$ cat src/sv/zph_pkg.sv
`timescale 1ns / 1ps
// Shared constants, types and helper function of the Zobrist position hash.
package zph_pkg;

   // Generator constants.
   localparam logic [31:0] GEN_SEED = 32'd1804289383;
   localparam logic [31:0] GEN_MUL  = 32'd1103515245;
   localparam logic [31:0] GEN_ADD  = 32'd12345;

   // Board and key table geometry.
   localparam int SQUARES      = 64;
   localparam int PIECE_ROWS   = 12;
   localparam int PIECE_KEYS   = 768;
   localparam int CASTLE_KEYS  = 16;
   localparam int PASSANT_KEYS = 65;
   localparam int KEY_COUNT    = 850;
   localparam int KEY_CNT_W    = 10;
   localparam logic [6:0] NO_PASSANT = 7'd64;
   localparam logic [3:0] KIND_COUNT = 4'd12;

   // Default lane count.
   localparam int KEY_LANES = 8;

   // One key write from the fill sequencer.
   typedef struct packed {
      logic        piece;
      logic        castle;
      logic        passant;
      logic        turn;
      logic [3:0]  row;
      logic [6:0]  idx;
      logic [63:0] key;
   } fill_wr_type;

   // Row of the piece table for a piece kind: type * 2 + color.
   function automatic logic [3:0] kind_row(input logic [3:0] kind);
      logic [3:0] row;
      case (kind)
         4'd0:    row = 4'd0;
         4'd1:    row = 4'd2;
         4'd2:    row = 4'd4;
         4'd3:    row = 4'd6;
         4'd4:    row = 4'd8;
         4'd5:    row = 4'd10;
         4'd6:    row = 4'd1;
         4'd7:    row = 4'd3;
         4'd8:    row = 4'd5;
         4'd9:    row = 4'd7;
         4'd10:   row = 4'd9;
         4'd11:   row = 4'd11;
         default: row = 4'd0;
      endcase
      return row;
   endfunction

endpackage

$ cat src/sv/zph_merge.sv
`timescale 1ns / 1ps
// Merging stage: folds all lane keys into the running hash.
module zph_merge #(
   parameter int LANES = zph_pkg::KEY_LANES
) (
   input  logic        clock,
   input  logic        reset,
   input  logic [63:0] lane_key [LANES],
   input  logic        clear,
   output logic [63:0] hash
);

   logic [63:0] acc_ff, acc_in;
   logic [63:0] fold;

   // XOR of every lane's key this cycle, folded into the running hash unless clear is set.
   always_comb begin
      fold = 64'd0;
      for (int l = 0; l < LANES; l++) begin
         fold = fold ^ lane_key[l];
      end
      acc_in = clear ? 64'd0 : (acc_ff ^ fold);
   end

   // Running hash register.
   always_ff @(posedge clock) begin
      if (reset) begin
         acc_ff <= 64'd0;
      end else begin
         acc_ff <= acc_in;
      end
   end

   assign hash = acc_ff;

endmodule

$ cat config.mk
export PLATFORM = sky130hd
export DESIGN_NAME = zph_merge
export DESIGN_NICKNAME = d
export VERILOG_FILES = /design/src/sv/zph_pkg.sv /design/src/sv/zph_merge.sv
export SDC_FILE = /design/constraint.sdc
export NUM_CORES = 1
export LEC_CHECK = 0
export ABC_AREA = 1
export ABC_CLOCK_PERIOD_IN_PS = 1000
export BUFFER_PORTS_ARGS = -buffer_cell sky130_fd_sc_hd__buf_2
export CORE_AREA = 2 2 227 229
export CTS_CLUSTER_SIZE = 20
export DETAILED_ROUTE_END_ITERATION = 10
export DIE_AREA = 0 0 229 231
export GPL_TIMING_DRIVEN = 0
export PLACE_DENSITY = 0.52
export SLEW_MARGIN = 0
export SYNTH_ARGS = -nofsm -noshare
export SYNTH_HDL_FRONTEND = slang
export SYNTH_SLANG_ARGS = --single-unit
export TNS_END_PERCENT = 30
$ cat constraint.sdc
create_clock -name clock -period 1 [get_ports clock]
set_input_delay 0.15 -clock clock [delete_from_list [all_inputs] [get_ports clock]]
set_output_delay 0.15 -clock clock [all_outputs]
set_load 0.005 [all_outputs]
---- Word-level counts from Yosys, hierarchy flattened ----
Index checks and enable logic that the tools add are counted.
cells by class
  bitwise logic cells ..................... 8
  reduce and logical (&&, ||, !) cells .... 1
operators with widths
  cell                count
  64-bit XOR          8
  2-bit OR reduction  1
word-level totals
  register bits after elaboration ......... 64
  output and inout bits ................... 64
  input bits .............................. 515
  logic and storage cells ................. 10

---- Longest topological paths before layout ----
  depth after elaboration ................. 8
  mapped depth ............................ 8

---- Worst setup path before layout ----
No wires, ideal clock.
  path type ............................... register to register
  start ................................... reg acc_ff[0], in the netlist hash[0]
  end ..................................... reg acc_ff[0], in the netlist hash[0]
  path buffers ............................ 0
  data required time ...................... 0.885 ns
  stages on the path, launching flop included .. 8
  path slack .............................. 0.104 ns
  arrival time ............................ 0.781 ns
  path through ............................ dfxtp_1 inv_1 nand2_1 nand2_1 nand2_1 nand2_1 a21oi_1 nor2_1
between the ends
  word-level cells in the longest chain between the ends .. 1
RTL lines
  item                    line             RTL
  from (decl)             zph_merge.sv:13  logic [63:0] acc_ff, acc_in;
  from (signal assigned)  zph_merge.sv:30  acc_ff <= acc_in;
  64-bit XOR              zph_merge.sv:22  acc_in = clear ? 64'd0 : (acc_ff ^ fold);
No other way between the ends.
A chain may end at the register's enable or synchronous reset.

---- Worst setup path after layout ----
  start ................................... reg acc_ff[56], in the netlist hash[56]
  end ..................................... out hash[56]
RTL lines
  item       line             RTL
  to (decl)  zph_merge.sv:10  output logic [63:0] hash
No word-level cell between the ends.

==> out/results.ini <==
[sta]
min_period_over_period_pct=105
fin_ws_ns=-0.0544
report.final.slew_viol_count=0
rsz0062_at_grt=yes
setup_viol=3
skew_ns=0
hold_violations=0
fin_setup_tns_ns=-0.0580
worst_pin_slew_ns=0.399
period_needed_ns=1.05
max_slew_margin_pct=73.4
fmax_ghz=0.948

[power_and_ir_drop]
seqPwrFrac_pct=22.7
leakagePower_nw=10.1
ir_drop_mv=0.722
swShare_pct=41.1
intPower_mw=7.98
total_power_mw=13.6
powerDensity_nw_per_um2=810
power.clock.fraction_pct=25.5
p_comb_share_pct=51.8
p_sw_mw=5.57

[floorplan]
die_area_um2=52900
initial_core_util_pct=22.8
chipWidth_um=229
ios=579
fp.dieH_um=231
rows=83
coreArea_um2=50700

[global_route]
gr-total-overflow=0
grt_pass1_wl_um=63500
first_global_vias=13100
grt.total_usage_pct=15.0
grt_max_degree=12
antenna_found_initial=15

[worst_hold_path]
hold_path.class=primary input to flip-flop

[yosys]
synth_area_leaders=nand2_1 31%, inv_1 15%, dfxtp_1 11%, nand3_1 11%, nand2_2 6.9%
yosysSeqAreaShare_pct=11.1
synth_flop_cell=dfxtp_1
synthesis.nets=2826
ys.warnings.count=0
synth-seq-cells=64
synthTopCellsByCount=960 x nand2_1, 447 x inv_1, 256 x nand3_1
post-synth-top-area-fraction_pct=31.2
synth.cell_area_um2=11500
synthCells=2311
synth.most_common_cell=nand2_1
ys_types=13
synth_top_cell_by_area=nand2_1
synth-edff-count=0
async_flop_share_pct=0
syn_avg_cell_area_um2=4.99

[setup_path]
crit_slowest_cell=dfxtp_2
required_ns=0.85
path_buf_inv=2
crit_path_max_fanout=2
cpMostUsedCell=buf_6
cp_slowest_stage_delay_ns=0.32
end_kind=output port
cp_data_arrival_time_ns=0.90
crit_family=flip-flops
worstPathCellList=buf_6 > buf_6
path_class=flip-flop to output port
cp-start-kind=flip-flop

[clock_network]
clk_pin_slew_worst_paths_ns=0.06
cts_sinks=64
root_buffer=clkbuf_16
cts_buffers=9
clockBufferDepth=2
cts_tree=yes
clock_latency_ns=0.37
cts_hold_buf=0
cts_max_level=3

[place]
placed_area_um2=15300
place_congestion=0.838
port_buffers=578
post-dp-hpwl_um=35700

[cells_and_area]
design_area_um2=16700
nets=3426
final_core_util_pct=33.0
largest_register_ffs=64
area_growth_syn_to_layout_pct=45.1
drive_gt1_share_pct=36.8

[drt]
drt-wirelength-per-cell_um=11.3
wirelength_um=40600
drt_iter0_drc=491
drc_errors=0
vias=14600
dr.pass1.iters=5
vias_per_cell=4.04
ant_nets=0

[job]
max_cap_viol_count=0

[run_status]
violations=setup timing
status=finished, violations left

==> cells in the final DEF, fill, tap and decap left out <==
master and n:
nand2_1 839, buf_2 523, inv_1 414, nand3_1 252, nand2_2 249, nor2_1 189
buf_6 72, nand3_2 68, xor2_1 64, xnor2_1 64, a21oi_2 43, dfxtp_4 36
inv_2 28, dfxtp_2 28, a21oi_1 21, clkbuf_16 9, inv_4 6, diode_2 5
clkinv_2 4, nor2_2 3, nor2_8 1, clkinv_4 1, bufinv_16 1, clkbuf_8 1
==> path summary, 6_finish.rpt <==
check,startpoint,end,slack [ns],cells past startpoint
worst min register to register,hash[36]$_SDFF_PP0_,hash[36]$_SDFF_PP0_,0.72,6
worst max register to register,hash[10]$_SDFF_PP0_,hash[10]$_SDFF_PP0_,0.01,8
worst min-delay path,clear,hash[54]$_SDFF_PP0_,0.17,4
worst max-delay path,hash[56]$_SDFF_PP0_,hash[56],-0.05,2
==> cells by family after synthesis <==
| logic type | after synthesis | synth area share, % |
|---|---|---|
| AO/OA/AOI/OAI | 64 | 2.78 |
| buffers and inverters | 454 | 15.2 |
| XOR/XNOR | 128 | 9.72 |
| AND/OR/NAND/NOR | 1601 | 61.2 |
| flip-flops | 64 | 11.1 |
==> timing repair <==
action,CTS,global route
setup buffers,10,1
resized for setup,131,252
hold endpoints to repair,0,0
pin swaps,0,161
setup endpoints to repair,70,126
==> layer usage <==
metal,track usage [%],part of all wire (%),wire length (um),up-vias
li1,-,-,-,8115
met1,16.6,41,16700,6063
met2,27.0,49,20100,302
met3,5.47,7.5,3050,60
met4,3.98,1.8,725,20
met5,0,0.30,122,-
==> final cells by class <==
cell class | count | area (um^2)
diodes | 5 | 12.5
plain buffers | 6 | 67.6
well taps | 680 | 851
multi-input cells | 1793 | 9000
repair buffers | 589 | 3360
fillers | 5879 | 33900
inverters | 448 | 1700
flip-flops and latches | 64 | 1450
clock buffers | 10 | 239
clock inverters | 6 | 58.8
==> through the flow <==
step | hold WS [ns] | instances | setup WS, ns
2_1_floorplan | 0.312 | 2311 | 0.104
3_3_place_gp | 0.560 | 3569 | -0.179
3_5_place_dp | 0.557 | 3569 | -0.187
4_1_cts | 0.135 | 3595 | -0.0455
5_1_grt | 0.163 | 3600 | -0.102
6_report | 0.171 | 3601 | -0.0544
==> power by group through the flow <==
stage / registers [mW] / logic, mW / clock network [mW]
2_1_floorplan: 3.04 / 3.97 / 0
3_3_place_gp: 3.05 / 6.26 / 0
3_5_place_dp: 3.05 / 6.30 / 0
4_1_cts: 3.08 / 6.60 / 3.72
5_1_grt: 3.13 / 8.04 / 3.75
6_report: 3.08 / 7.02 / 3.45
==> tightest hold or removal path: cells and delay by family <==
family,cells,cell delay (ns)
AND/OR/NAND/NOR,3,0.22
buffers and inverters,1,0.13
Note: power is estimated with default switching activity, not from simulation.
