==> config.mk <==
export PLATFORM = sky130hd
export DESIGN_NAME = zph_keygen
export DESIGN_NICKNAME = d
export VERILOG_FILES = /design/src/sv/zph_pkg.sv /design/src/sv/zph_keygen.sv
export SDC_FILE = /design/constraint.sdc
export NUM_CORES = 1
export LEC_CHECK = 0
export BUFFER_PORTS_ARGS = -buffer_cell sky130_fd_sc_hd__buf_2
export CORE_MARGIN = 1
export CORE_UTILIZATION = 58
export DETAILED_ROUTE_END_ITERATION = 7
export HOLD_SLACK_MARGIN = 0.05
export PLACE_DENSITY = 0.76
export SYNTH_ARGS = -nofsm -noshare
export SYNTH_HDL_FRONTEND = slang
export SYNTH_SLANG_ARGS = --single-unit
==> constraint.sdc <==
create_clock -name clock -period 8.5 [get_ports clock]
set_clock_uncertainty 0.2 [all_clocks]
set_input_delay 0.85 -clock clock [delete_from_list [all_inputs] [get_ports clock]]
set_output_delay 0.85 -clock clock [all_outputs]
set_load 0.01 [all_outputs]
==> src/sv/zph_pkg.sv <==
`timescale 1ns / 1ps
// Shared constants, types and helper function of the Zobrist position hash.
package zph_pkg;

   // Generator constants.
   localparam logic [31:0] GEN_SEED = 32'd1804289383;
   localparam logic [31:0] GEN_MUL  = 32'd1103515245;
   localparam logic [31:0] GEN_ADD  = 32'd12345;

   // Board and key table geometry.
   localparam int SQUARES      = 64;
   localparam int PIECE_ROWS   = 12;
   localparam int PIECE_KEYS   = 768;
   localparam int CASTLE_KEYS  = 16;
   localparam int PASSANT_KEYS = 65;
   localparam int KEY_COUNT    = 850;
   localparam int KEY_CNT_W    = 10;
   localparam logic [6:0] NO_PASSANT = 7'd64;
   localparam logic [3:0] KIND_COUNT = 4'd12;

   // Default lane count.
   localparam int KEY_LANES = 8;

   // One key write from the fill sequencer.
   typedef struct packed {
      logic        piece;
      logic        castle;
      logic        passant;
      logic        turn;
      logic [3:0]  row;
      logic [6:0]  idx;
      logic [63:0] key;
   } fill_wr_type;

   // Row of the piece table for a piece kind: type * 2 + color.
   function automatic logic [3:0] kind_row(input logic [3:0] kind);
      logic [3:0] row;
      case (kind)
         4'd0:    row = 4'd0;
         4'd1:    row = 4'd2;
         4'd2:    row = 4'd4;
         4'd3:    row = 4'd6;
         4'd4:    row = 4'd8;
         4'd5:    row = 4'd10;
         4'd6:    row = 4'd1;
         4'd7:    row = 4'd3;
         4'd8:    row = 4'd5;
         4'd9:    row = 4'd7;
         4'd10:   row = 4'd9;
         4'd11:   row = 4'd11;
         default: row = 4'd0;
      endcase
      return row;
   endfunction

endpackage

==> src/sv/zph_keygen.sv <==
`timescale 1ns / 1ps
// Start-up sequencer that fills all key tables from the congruential generator.
module zph_keygen #(
   parameter int LANES  = zph_pkg::KEY_LANES,
   parameter int LANE_W = 1,
   parameter int STEP_W = 1
) (
   input  logic                    clock,
   input  logic                    reset,
   output zph_pkg::fill_wr_type    wr,
   output logic [LANE_W-1:0]       wr_lane,
   output logic [STEP_W-1:0]       wr_step,
   output logic                    done
);

   localparam logic [LANE_W-1:0] LAST_LANE = LANE_W'(LANES - 1);

   logic [31:0]                       word_ff, word_in;
   logic [1:0]                        part_ff;
   logic [63:0]                       key_ff, key_in;
   logic [zph_pkg::KEY_CNT_W-1:0]     kcnt_ff;
   logic [LANE_W-1:0]                 lane_ff;
   logic [STEP_W-1:0]                 step_ff;
   logic                              done_ff;
   zph_pkg::fill_wr_type              wr_ff, wr_in;
   logic [LANE_W-1:0]                 wr_lane_ff;
   logic [STEP_W-1:0]                 wr_step_ff;
   logic [15:0]                       half;
   logic [zph_pkg::KEY_CNT_W-1:0]     castle_off, passant_off;

   // One generator step per cycle until the fill is done, and placement of its upper half in the key.
   always_comb begin
      word_in = word_ff * zph_pkg::GEN_MUL + zph_pkg::GEN_ADD;
      half    = word_in[31:16];
      key_in  = key_ff;
      case (part_ff)
         2'd0:    key_in[31:16] = half;
         2'd1:    key_in[15:0]  = half;
         2'd2:    key_in[63:48] = half;
         2'd3:    key_in[47:32] = half;
         default: key_in        = key_ff;
      endcase
   end

   // Target of the key that completes this cycle.
   always_comb begin
      castle_off  = kcnt_ff - zph_pkg::KEY_CNT_W'(zph_pkg::PIECE_KEYS);
      passant_off = kcnt_ff - zph_pkg::KEY_CNT_W'(zph_pkg::PIECE_KEYS + zph_pkg::CASTLE_KEYS);
      wr_in         = '0;
      wr_in.key     = key_in;
      wr_in.row     = kcnt_ff[9:6];
      wr_in.piece   = kcnt_ff < zph_pkg::KEY_CNT_W'(zph_pkg::PIECE_KEYS);
      wr_in.castle  = !wr_in.piece &&
                      kcnt_ff < zph_pkg::KEY_CNT_W'(zph_pkg::PIECE_KEYS + zph_pkg::CASTLE_KEYS);
      wr_in.turn    = kcnt_ff == zph_pkg::KEY_CNT_W'(zph_pkg::KEY_COUNT - 1);
      wr_in.passant = !wr_in.piece && !wr_in.castle && !wr_in.turn;
      wr_in.idx     = wr_in.castle ? {3'd0, castle_off[3:0]} : passant_off[6:0];
   end

   // Sequencer registers.
   always_ff @(posedge clock) begin
      if (reset) begin
         word_ff    <= zph_pkg::GEN_SEED;
         part_ff    <= 2'd0;
         key_ff     <= '0;
         kcnt_ff    <= '0;
         lane_ff    <= '0;
         step_ff    <= '0;
         done_ff    <= 1'b0;
         wr_ff      <= '0;
         wr_lane_ff <= '0;
         wr_step_ff <= '0;
      end else begin
         wr_ff <= (!done_ff && part_ff == 2'd3) ? wr_in : '0;
         if (!done_ff) begin
            word_ff <= word_in;
            part_ff <= part_ff + 2'd1;
            key_ff  <= key_in;
            if (part_ff == 2'd3) begin
               wr_lane_ff <= lane_ff;
               wr_step_ff <= step_ff;
               kcnt_ff    <= kcnt_ff + 1'b1;
               if (kcnt_ff[5:0] == 6'd63) begin
                  lane_ff <= '0;
                  step_ff <= '0;
               end else if (lane_ff == LAST_LANE) begin
                  lane_ff <= '0;
                  step_ff <= step_ff + 1'b1;
               end else begin
                  lane_ff <= lane_ff + 1'b1;
               end
               if (wr_in.turn) begin
                  done_ff <= 1'b1;
               end
            end
         end
      end
   end

   assign wr      = wr_ff;
   assign wr_lane = wr_lane_ff;
   assign wr_step = wr_step_ff;
   assign done    = done_ff;

endmodule

Word level (Yosys, flattened, before mapping)

Index checks and enable logic that the tools add are counted.
W data, S select, Z words.

Register bits: 192
Input port bits: 2
Output and inout port bits: 82
Word-level logic and storage cells: 60

Add/sub/neg operators: 7
Multiply operators: 1
Magnitude comparators: 2
Eq/ne operators: 5
Mux-type cells: 12
Bitwise gates (word level): 2
Reductions and logical operators: 14

Operators with widths:

| kind                     | count |
|---|---|
| $mux W16                 | 4 |
| $add A32 B14 Y32 const B | 1 |
| $mul A32 B31 Y32 const B | 1 |
| $lt A10 B10 Y1 const B   | 2 |
| $add A10 B1 Y10 const B  | 1 |
| $eq A10 B10 Y1 const B   | 1 |
| $mux W1                  | 7 |
| $sub A7 B5 Y7 const B    | 1 |
| $eq A6 B6 Y1 const B     | 1 |
| $eq A2 B2 Y1 const B     | 2 |
| $logic_and A1 B1 Y1      | 4 |
| $logic_not A1 Y1         | 4 |
| $mux W4                  | 1 |
| $sub A4 B1 Y4 const B    | 1 |
| $reduce_and A3 Y1        | 1 |
| $reduce_or A3 Y1         | 1 |
| $add A1 B1 Y1 const B    | 2 |
| $add A2 B1 Y2 const B    | 1 |
| $eq A2 B1 Y1 const B     | 1 |
| $logic_not A2 Y1         | 1 |
| $not A1 Y1               | 2 |
| $reduce_and A2 Y1        | 1 |
| $reduce_bool A2 Y1       | 1 |
| $reduce_or A2 Y1         | 1 |

Depth between registers and ports, before layout

Gate-level depths: netlist of the first run.

Depth in word-level cells: 6
Gate-level depth with buffers: 27

Least setup slack after synthesis of the first run

OpenSTA, ideal clock, no wires.

Path kind: flip-flop to flip-flop
Start: register word_ff[7]
End: register word_ff[22]
Library setup time: 86 ps
Data arrival time: 6362 ps
Data required time: 8214 ps
Path slack: 1853 ps
Stages on the path, launching flop included: 24
Buffers on the path: 0
Period minus slack after synthesis: 6647 ps
Cell sequence: dfxtp_1 -> ha_1 -> fa_1 -> inv_1 -> fa_1 -> fa_1 -> inv_1 -> ha_1 -> inv_1 -> fa_1 -> inv_1 -> fa_1 -> inv_1 -> fa_1 -> inv_1 -> ha_1 -> nand3_1 -> nor2_1 -> nand3_1 -> a31o_2 -> a21o_1 -> a221o_1 -> xnor2_4 -> a211oi_1

Cells in the longest elaborated chain, start to end: 2

RTL lines:

| item                   | line             | text |
|---|---|---|
| start, declared        | zph_keygen.sv:18 | `logic [31:0] word_ff, word_in;` |
| start signal, assigned | zph_keygen.sv:63 | `word_ff <= zph_pkg::GEN_SEED;` |
| start signal, assigned | zph_keygen.sv:76 | `word_ff <= word_in;` |
| $mul A32 B31 Y32       | zph_keygen.sv:33 | `word_in = word_ff * zph_pkg::GEN_MUL + zph_pkg::GEN_ADD;` |
| $add A32 B14 Y32       | zph_keygen.sv:33 |  |

No other way between the ends.
A chain may end at the register's enable or synchronous reset.

Worst setup path in the final report of the first run

Start: register word_ff[6]
End: register word_ff[26]

The elaborated chain is that of the path after synthesis.

==> results of run 1 <==
-- layout by cell type, fill, tap and decap left out, types with 8 or more instances in the layout --
master | synthesis | final
o211ai_1 | 12 | 12
buf_2 | 2 | 83
ha_1 | 217 | 217
nand3b_1 | 12 | 12
inv_1 | 405 | 405
a21oi_1 | 62 | 62
dfxtp_1 | 176 | 175
nor2_1 | 111 | 110
o22ai_1 | 13 | 13
xnor2_1 | 48 | 48
nand3_1 | 22 | 22
nand2_1 | 131 | 130
a31oi_1 | 8 | 8
fa_1 | 185 | 185
o21ai_0 | 29 | 29
nor3_1 | 17 | 17
clkbuf_16 | 0 | 17
xor2_1 | 18 | 18
buf_4 | 0 | 18
mux2i_1 | 28 | 28
nor2b_1 | 14 | 14
a21o_1 | 15 | 15
and3_1 | 10 | 10
a211oi_1 | 31 | 31
-- cells in the mapped netlist (18+ instances only) --
cell type	number	area (sq um)
a21oi_1	62	310
fa_1	185	3700
o21ai_0	29	145
ha_1	217	2720
mux2i_1	28	280
xnor2_1	48	420
nand3_1	22	110
clkbuf_1	57	214
xor2_1	18	158
a211oi_1	31	233
inv_1	405	1520
dfxtp_1	176	3520
nand2_1	131	492
nor2_1	111	417
-- cell families after synthesis --
| group | after synthesis |
|---|---|
| XOR/XNOR | 71 |
| flip-flops | 176 |
| adder cells (fa/ha/maj) | 402 |
| multiplexers | 28 |
| buffers and inverters | 469 |
| AO/OA/AOI/OAI | 205 |
| AND/OR/NAND/NOR | 371 |
-- per-stage QoR --
| stage | hold slack [ps] | setup slack, ps | util [%] | cell area [sq um] |
|---|---|---|---|---|
| final | 259 | 651 | 64.9 | 17100 |
| after floorplan | 236 | 1850 | - | 15800 |
| after detailed placement | 246 | 854 | 62.6 | 16500 |
| after global routing | 284 | 319 | 64.9 | 17100 |
| after global placement | 242 | 965 | 62.6 | 16500 |
| after CTS | 259 | 752 | 64.9 | 17100 |
-- worst register-to-register path, stage by stage, from the launching register on --
cell and delay (ps):
dfxtp_1 620, ha_1 370, xor2_1 360, ha_1 230
a21oi_1 60, fa_1 520, fa_1 550, inv_1 60
fa_1 500, inv_1 50, fa_1 480, inv_1 60
fa_1 530, inv_1 60, fa_1 530, inv_1 40
ha_1 600, nand4_1 270, nor2_1 150, nand2_1 60
a21oi_1 270, or2_2 180, xor2_1 710, nand2_1 150
a21oi_1 170
-- per-layer routing --
| layer | vias to the layer above | GRT usage, % |
|---|---|---|
| met2 | 423 | 50.3 |
| met3 | 99 | 5.63 |
| met5 | - | 0 |
| met1 | 5819 | 39.0 |
| li1 | 5533 | - |
| met4 | 2 | 12.6 |
-- path summary, 6_finish.rpt --
kind / endpoint / startpoint
max reg2reg: word_ff[26]$_SDFFE_PP0N_ / word_ff[6]$_SDFFE_PP1N_
min reg2reg: key_ff[10]$_SDFFE_PP0N_ / key_ff[10]$_SDFFE_PP0N_
max: word_ff[26]$_SDFFE_PP0N_ / word_ff[6]$_SDFFE_PP1N_
min: key_ff[10]$_SDFFE_PP0N_ / key_ff[10]$_SDFFE_PP0N_
-- flip-flops by register name, summed over array words and instances, names as in the netlist --
register and cells:
wr 79, key_ff 48, word_ff 32, kcnt_ff 10, part_ff 2, done 1, lane_ff 1, step_ff 1
wr_lane 1, wr_step 1
-- area by class of cell --
cell class,instances,area share (%)
Clock buffer,17,2.49
Clock inverter,15,1.08
Timing Repair Buffer,101,3.22
Sequential cell,176,20.6
Tap cell,335,2.45
Inverter,407,8.93
Multi-Input combinational cell,1077,61.2
==> results by group, run 1 <==
Logic synthesis
  • Cell Area, Synth: 0.0158 sq mm
  • Synth Area in Compound Gates: 8.63%
  • Syn_nets: approximately 2100
  • Mapped Cells: around 1700
  • Mux share of post-synthesis cell area: under 10%
  • Yosys reg bits: approximately 180
  • Ys Warns: 0
  • Register area share after synthesis: between 20 and 25%
  • Largest family of logic cells by synthesized area: adder cells
  • Mean post-synth cell area: just over 9 sq um
  • Ys flop type: dfxtp_1
  • Post-synth EDFFs: 0
  • Simple-Gate Fraction of Synth Area: approximately 11%
  • Xor and xnor area share after synthesis: 4.26%
  • Synth unique cells: 62
  • Synth Area in Adders: between 40% and 50%
  • Async set or reset register ratio after synthesis: 0%

Floorplanning
  • Top Ports: 84
  • Die ar.: 0.0278 sq mm
  • Std cell rows: slightly below 60
  • Die width: 167 um
  • Die Y: 167 um
  • Core area: 0.0264 sq mm
  • Starting Density: 59.8%

STA
  • Final hold violations: 0
  • Max-slew violations: 0
  • Fmax: 127 MHz
  • Slew of the pin with the lowest slew margin: 1150 ps
  • RSZ-0062 raised after global routing: no
  • Final min period: between 7000 and 8000 ps
  • Slew HR: 22.9%
  • Final setup fails: 0
  • Tcrit/Tclk final: between 90% and 100%
  • Setup TNS: 0 ps

Critical path
  • R2R setup slack: roughly 650 ps
  • Crit. End Element: flip-flop
  • Worst Path Max Fanout: 16
  • Most used cell, CP: fa_1
  • Levels on crit path: 24
  • CP top delay family: adder cells
  • Worst path max stage delay: between 700 and 800 ps
  • Crit start category: flip-flop
  • Worst-path cell chain: ha_1 -> xor2_1 -> ha_1 -> a21oi_1 -> fa_1 -> fa_1 -> inv_1 -> fa_1 -> inv_1 -> fa_1 -> inv_1 -> fa_1 -> inv_1 -> fa_1 -> inv_1 -> ha_1 -> nand4_1 -> nor2_1 -> nand2_1 -> a21oi_1 -> or2_2 -> xor2_1 -> nand2_1 -> a21oi_1
  • Critical path's slowest cell: xor2_1
  • Crit Path Class: reg2reg
  • Cells on worst reg2reg path: 24
  • CP required: roughly 8700 ps
  • Crit path DAT: ~8000 ps
  • CP Buf/Inv Count: 5

Route
  • Antenna viol nets, final: 0
  • Overall routed net length: roughly 40000 um
  • Wire per inst: between 15 and 20 um
  • Pre-Repair DR Iteration Count: 6
  • Highest Signal Layer: met5
  • Routed wire length on met3: about 2700 um
  • DR vias: 11900
  • Metal2 WL: 18800 um
  • Met1 WL: approximately 17000 um
  • Initial DRC count: between 800 and 900
  • Drt via density: around 5.6
  • DRC violations left: 0

Placement
  • Cell count after placement: 2096
  • Port buffer count: 83
  • Dpl hpwl: ~32000 um
  • Final GP Congestion: between 0.9 and 1

CTS
  • Setup Fix Bufs, Post-CTS: 0
  • CTS root buffer: clkbuf_16
  • Clock Path Buffers: 2
  • TritonCTS clock tree: built
  • Latest clock arrival within the worst-skew pair: around 440 ps
  • Hold_buf cts: 0
  • Cts repair resizes: 0
  • Clk slew on worst S/H paths: around 90 ps
  • CTS H-tree lvls: 4
  • CTS sink count: roughly 180
  • CTS buffer count: 17

Cells and area
  • Antenna Diode Count: 0
  • Footprint of the multi-input gates: about 0.010 sq mm
  • Final cell count without fillers: ~2100
  • Reg area: approximately 0.0035 sq mm
  • Layout cells sized above 1: around 9.0%
  • Layout net count: ~2200
  • Number of filler cells placed in the layout: around 2100
  • Area Growth Syn to Fin: 8.58%

Job
  • Max_cap viols: 0

Global route
  • Initial antenna violation count: 2
  • Total Routing Usage GR: between 30 and 40%
  • First-pass GRT wire length: about 65000 um
  • Grt total ovfl: 0
  • Vias in the first global route: around 12000
  • Pin count of the biggest net entering global routing: between 40 and 50

Min path
  • Worst min path class: reg2reg
  • WHS Path Cells: 2

Run status
  • Status: completed
Power of run 1 is left out: the tool's default activity adds up to more than one toggle a clock period on the data nets, which glitch-free logic cannot reach.
==> inputs of run 2 (changes only) <==
--- a/config.mk
+++ b/config.mk
@@ -7,10 +7,10 @@
 export LEC_CHECK = 0
 export BUFFER_PORTS_ARGS = -buffer_cell sky130_fd_sc_hd__buf_2
 export CORE_MARGIN = 1
-export CORE_UTILIZATION = 58
+export CORE_UTILIZATION = 53
 export DETAILED_ROUTE_END_ITERATION = 7
 export HOLD_SLACK_MARGIN = 0.05
-export PLACE_DENSITY = 0.76
+export PLACE_DENSITY = 0.71
 export SYNTH_ARGS = -nofsm -noshare
 export SYNTH_HDL_FRONTEND = slang
 export SYNTH_SLANG_ARGS = --single-unit
==> run 2 against run 1 <==
Compared with the run above: design area up 0.39%; sequential share of layout area down 0.080 points; global-route usage down 2.8 points; fmax about the same; via count down 2.0%; first-iteration DRC count down 19%; core utilization down 5.6 points; wire length down 0.87%; register-to-register slack about the same; count of clock-buffer cells in the layout unchanged; critical path depth unchanged; final cell count up 2.3%; largest cell class unchanged; highest routed layer is now met4.
==> results by group, run 2 (same netlist as run 1, synthesis figures left out) <==
Critical path
  • Crit start category: flip-flop
  • Worst Path Max Fanout: 16 (unchanged)
  • CP top delay family: adder cells
  • Worst path max stage delay: 660 ps (-50 ps)
  • Worst-path cell chain: ha_1 -> xor2_1 -> ha_1 -> nor2_1 -> fa_1 -> fa_1 -> inv_1 -> fa_1 -> inv_1 -> fa_1 -> inv_1 -> fa_1 -> inv_1 -> fa_1 -> inv_1 -> ha_1 -> nand3_1 -> a2111oi_2 -> a221oi_2 -> a21oi_2 -> nor2_2 -> xnor2_1 -> mux2i_1 -> nor2_1
  • Critical path's slowest cell: dfxtp_1
  • Crit. End Element: flip-flop
  • Crit Path Class: reg2reg
  • CP Buf/Inv Count: 5 (unchanged)
  • Most used cell, CP: fa_1
  • Crit path DAT: 8010 ps (about the same)
  • CP required: 8660 ps (about the same)

Route
  • Drt via density: 5.35 (-4.1%)
  • Antenna viol nets, final: 0 (unchanged)
  • Pre-Repair DR Iteration Count: 5 (-1)
  • Initial DRC count: 677 (-19%)
  • Highest Signal Layer: met4
  • Met1 WL: 17200 um (+2.8%)
  • DRC violations left: 0 (unchanged)
  • DR vias: 11600 (-2.0%)
  • Wire per inst: 18.2 um (-3.1%)
  • Overall routed net length: 39600 um (-0.87%)
  • Routed wire length on met3: 2100 um (-23%)
  • Metal2 WL: 19000 um (+1.1%)

Floorplanning
  • Top Ports: 84 (unchanged)
  • Core area: 0.0289 sq mm (+9.8%)
  • Std cell rows: 62 (+5.1%)
  • Die ar.: 0.0304 sq mm (+9.3%)
  • Die width: 174 um (+4.6%)
  • Die Y: 174 um (+4.6%)
  • Starting Density: 54.4% (-5.3 points)

Min path
  • Worst min path class: reg2reg

Global route
  • Total Routing Usage GR: 27.5% (-2.8 points)
  • Grt total ovfl: 0 (unchanged)
  • Vias in the first global route: 12200 (-1.2%)
  • First-pass GRT wire length: 64400 um (-0.35%)
  • Initial antenna violation count: 1 (-1)
  • Pin count of the biggest net entering global routing: 55 (+17%)

Cells and area
  • Antenna Diode Count: 0 (unchanged)
  • Most frequent cells in the layout: inv_1 (405), ha_1 (217), fa_1 (185), dfxtp_1 (175), nand2_1 (130)
  • Area Growth Syn to Fin: 9.00%
  • Max reg flops: 79 (unchanged)
  • Commonest non-fill, non-tap cell in the layout: inv_1
  • Layout cells sized above 1: 8.98% (about the same)
  • Layout net count: 2183 (-0.046%)

STA
  • Slew HR: 15.9% (-7.0 points)
  • Final hold violations: 0 (unchanged)
  • Final setup fails: 0 (unchanged)
  • Slew of the pin with the lowest slew margin: 1260 ps (+104 ps)
  • Tcrit/Tclk final: 92.4% (about the same)
  • Max-slew violations: 0 (unchanged)
  • Fmax: 127 MHz (about the same)
  • RSZ-0062 raised after global routing: no
  • Setup TNS: 0 ps (unchanged)
  • Final min period: 7850 ps (+1.45 ps)

CTS
  • Clock Path Buffers: 2 (unchanged)
  • Setup Fix Bufs, Post-CTS: 0 (unchanged)
  • Clk slew on worst S/H paths: 90 ps (about the same)
  • CTS H-tree lvls: 4 (unchanged)
  • CTS buffer count: 17 (unchanged)
  • Latest clock arrival within the worst-skew pair: 440 ps (about the same)
  • TritonCTS clock tree: built
  • CTS sink count: 176 (unchanged)
  • Cts repair resizes: 0 (unchanged)
  • CTS root buffer: clkbuf_16
  • Hold_buf cts: 0 (unchanged)

Placement
  • Port buffer count: 83 (unchanged)
  • Dpl hpwl: 31700 um (+0.50%)
  • Final GP Congestion: 0.926 (-1.5%)

Run status
  • Status: completed

Job
  • Max_cap viols: 0 (unchanged)
## run 2: cell types whose count changed in the layout (fill, tap and decap cells not counted), sizes merged
cell	change
clkinv	-3
buf	-1
inv	+3
## run 2: worst min-delay path: cells and delay by family (launching register included)
family | cells | cell delay (ps)
flops | 1 | 310
compound gates | 1 | 50
simple gates | 1 | 50
## run 2: cell type report
cell class	instances	area (sq um)
fillers	2467	11800
multi-input cells	1077	10500
flip-flops and latches	176	3520
inverters	407	1530
repair buffers	100	543
well taps	384	480
clock buffers	17	425
clock inverters	15	198
## run 2: layer usage
layer | global-route usage (%) | vias to the layer above
li1 | - | 5541
met1 | 36.0 | 5717
met2 | 46.5 | 322
met3 | 3.76 | 64
met4 | 9.39 | 0
met5 | 0 | -
## run 2: path summary, 6_finish.rpt
check | endpoint | slack [ps] | depth (start not counted) | from
max | wr[23]$_SDFF_PP0_ | 650 | 24 | word_ff[5]$_SDFFE_PP1N_
min | wr_step$_SDFFE_PP0P_ | 260 | 2 | wr_step$_SDFFE_PP0P_
max reg2reg | wr[23]$_SDFF_PP0_ | 650 | 24 | word_ff[5]$_SDFFE_PP1N_
min reg2reg | wr_step$_SDFFE_PP0P_ | 260 | 2 | wr_step$_SDFFE_PP0P_
## run 2: metrics by stage
| step | area, sq um | setup slack [ps] | util, % | cells | hold slack (ps) |
|---|---|---|---|---|---|
| after floorplan | 15800 | 1850 | - | 1722 | 236 |
| after global placement | 16500 | 887 | 57.2 | 2144 | 241 |
| after detailed placement | 16500 | 781 | 57.2 | 2144 | 248 |
| after CTS | 17200 | 698 | 59.3 | 2176 | 259 |
| after global routing | 17200 | 191 | 59.3 | 2176 | 274 |
| final | 17200 | 649 | 59.3 | 2176 | 257 |
Power of run 2 is left out for the same reason.
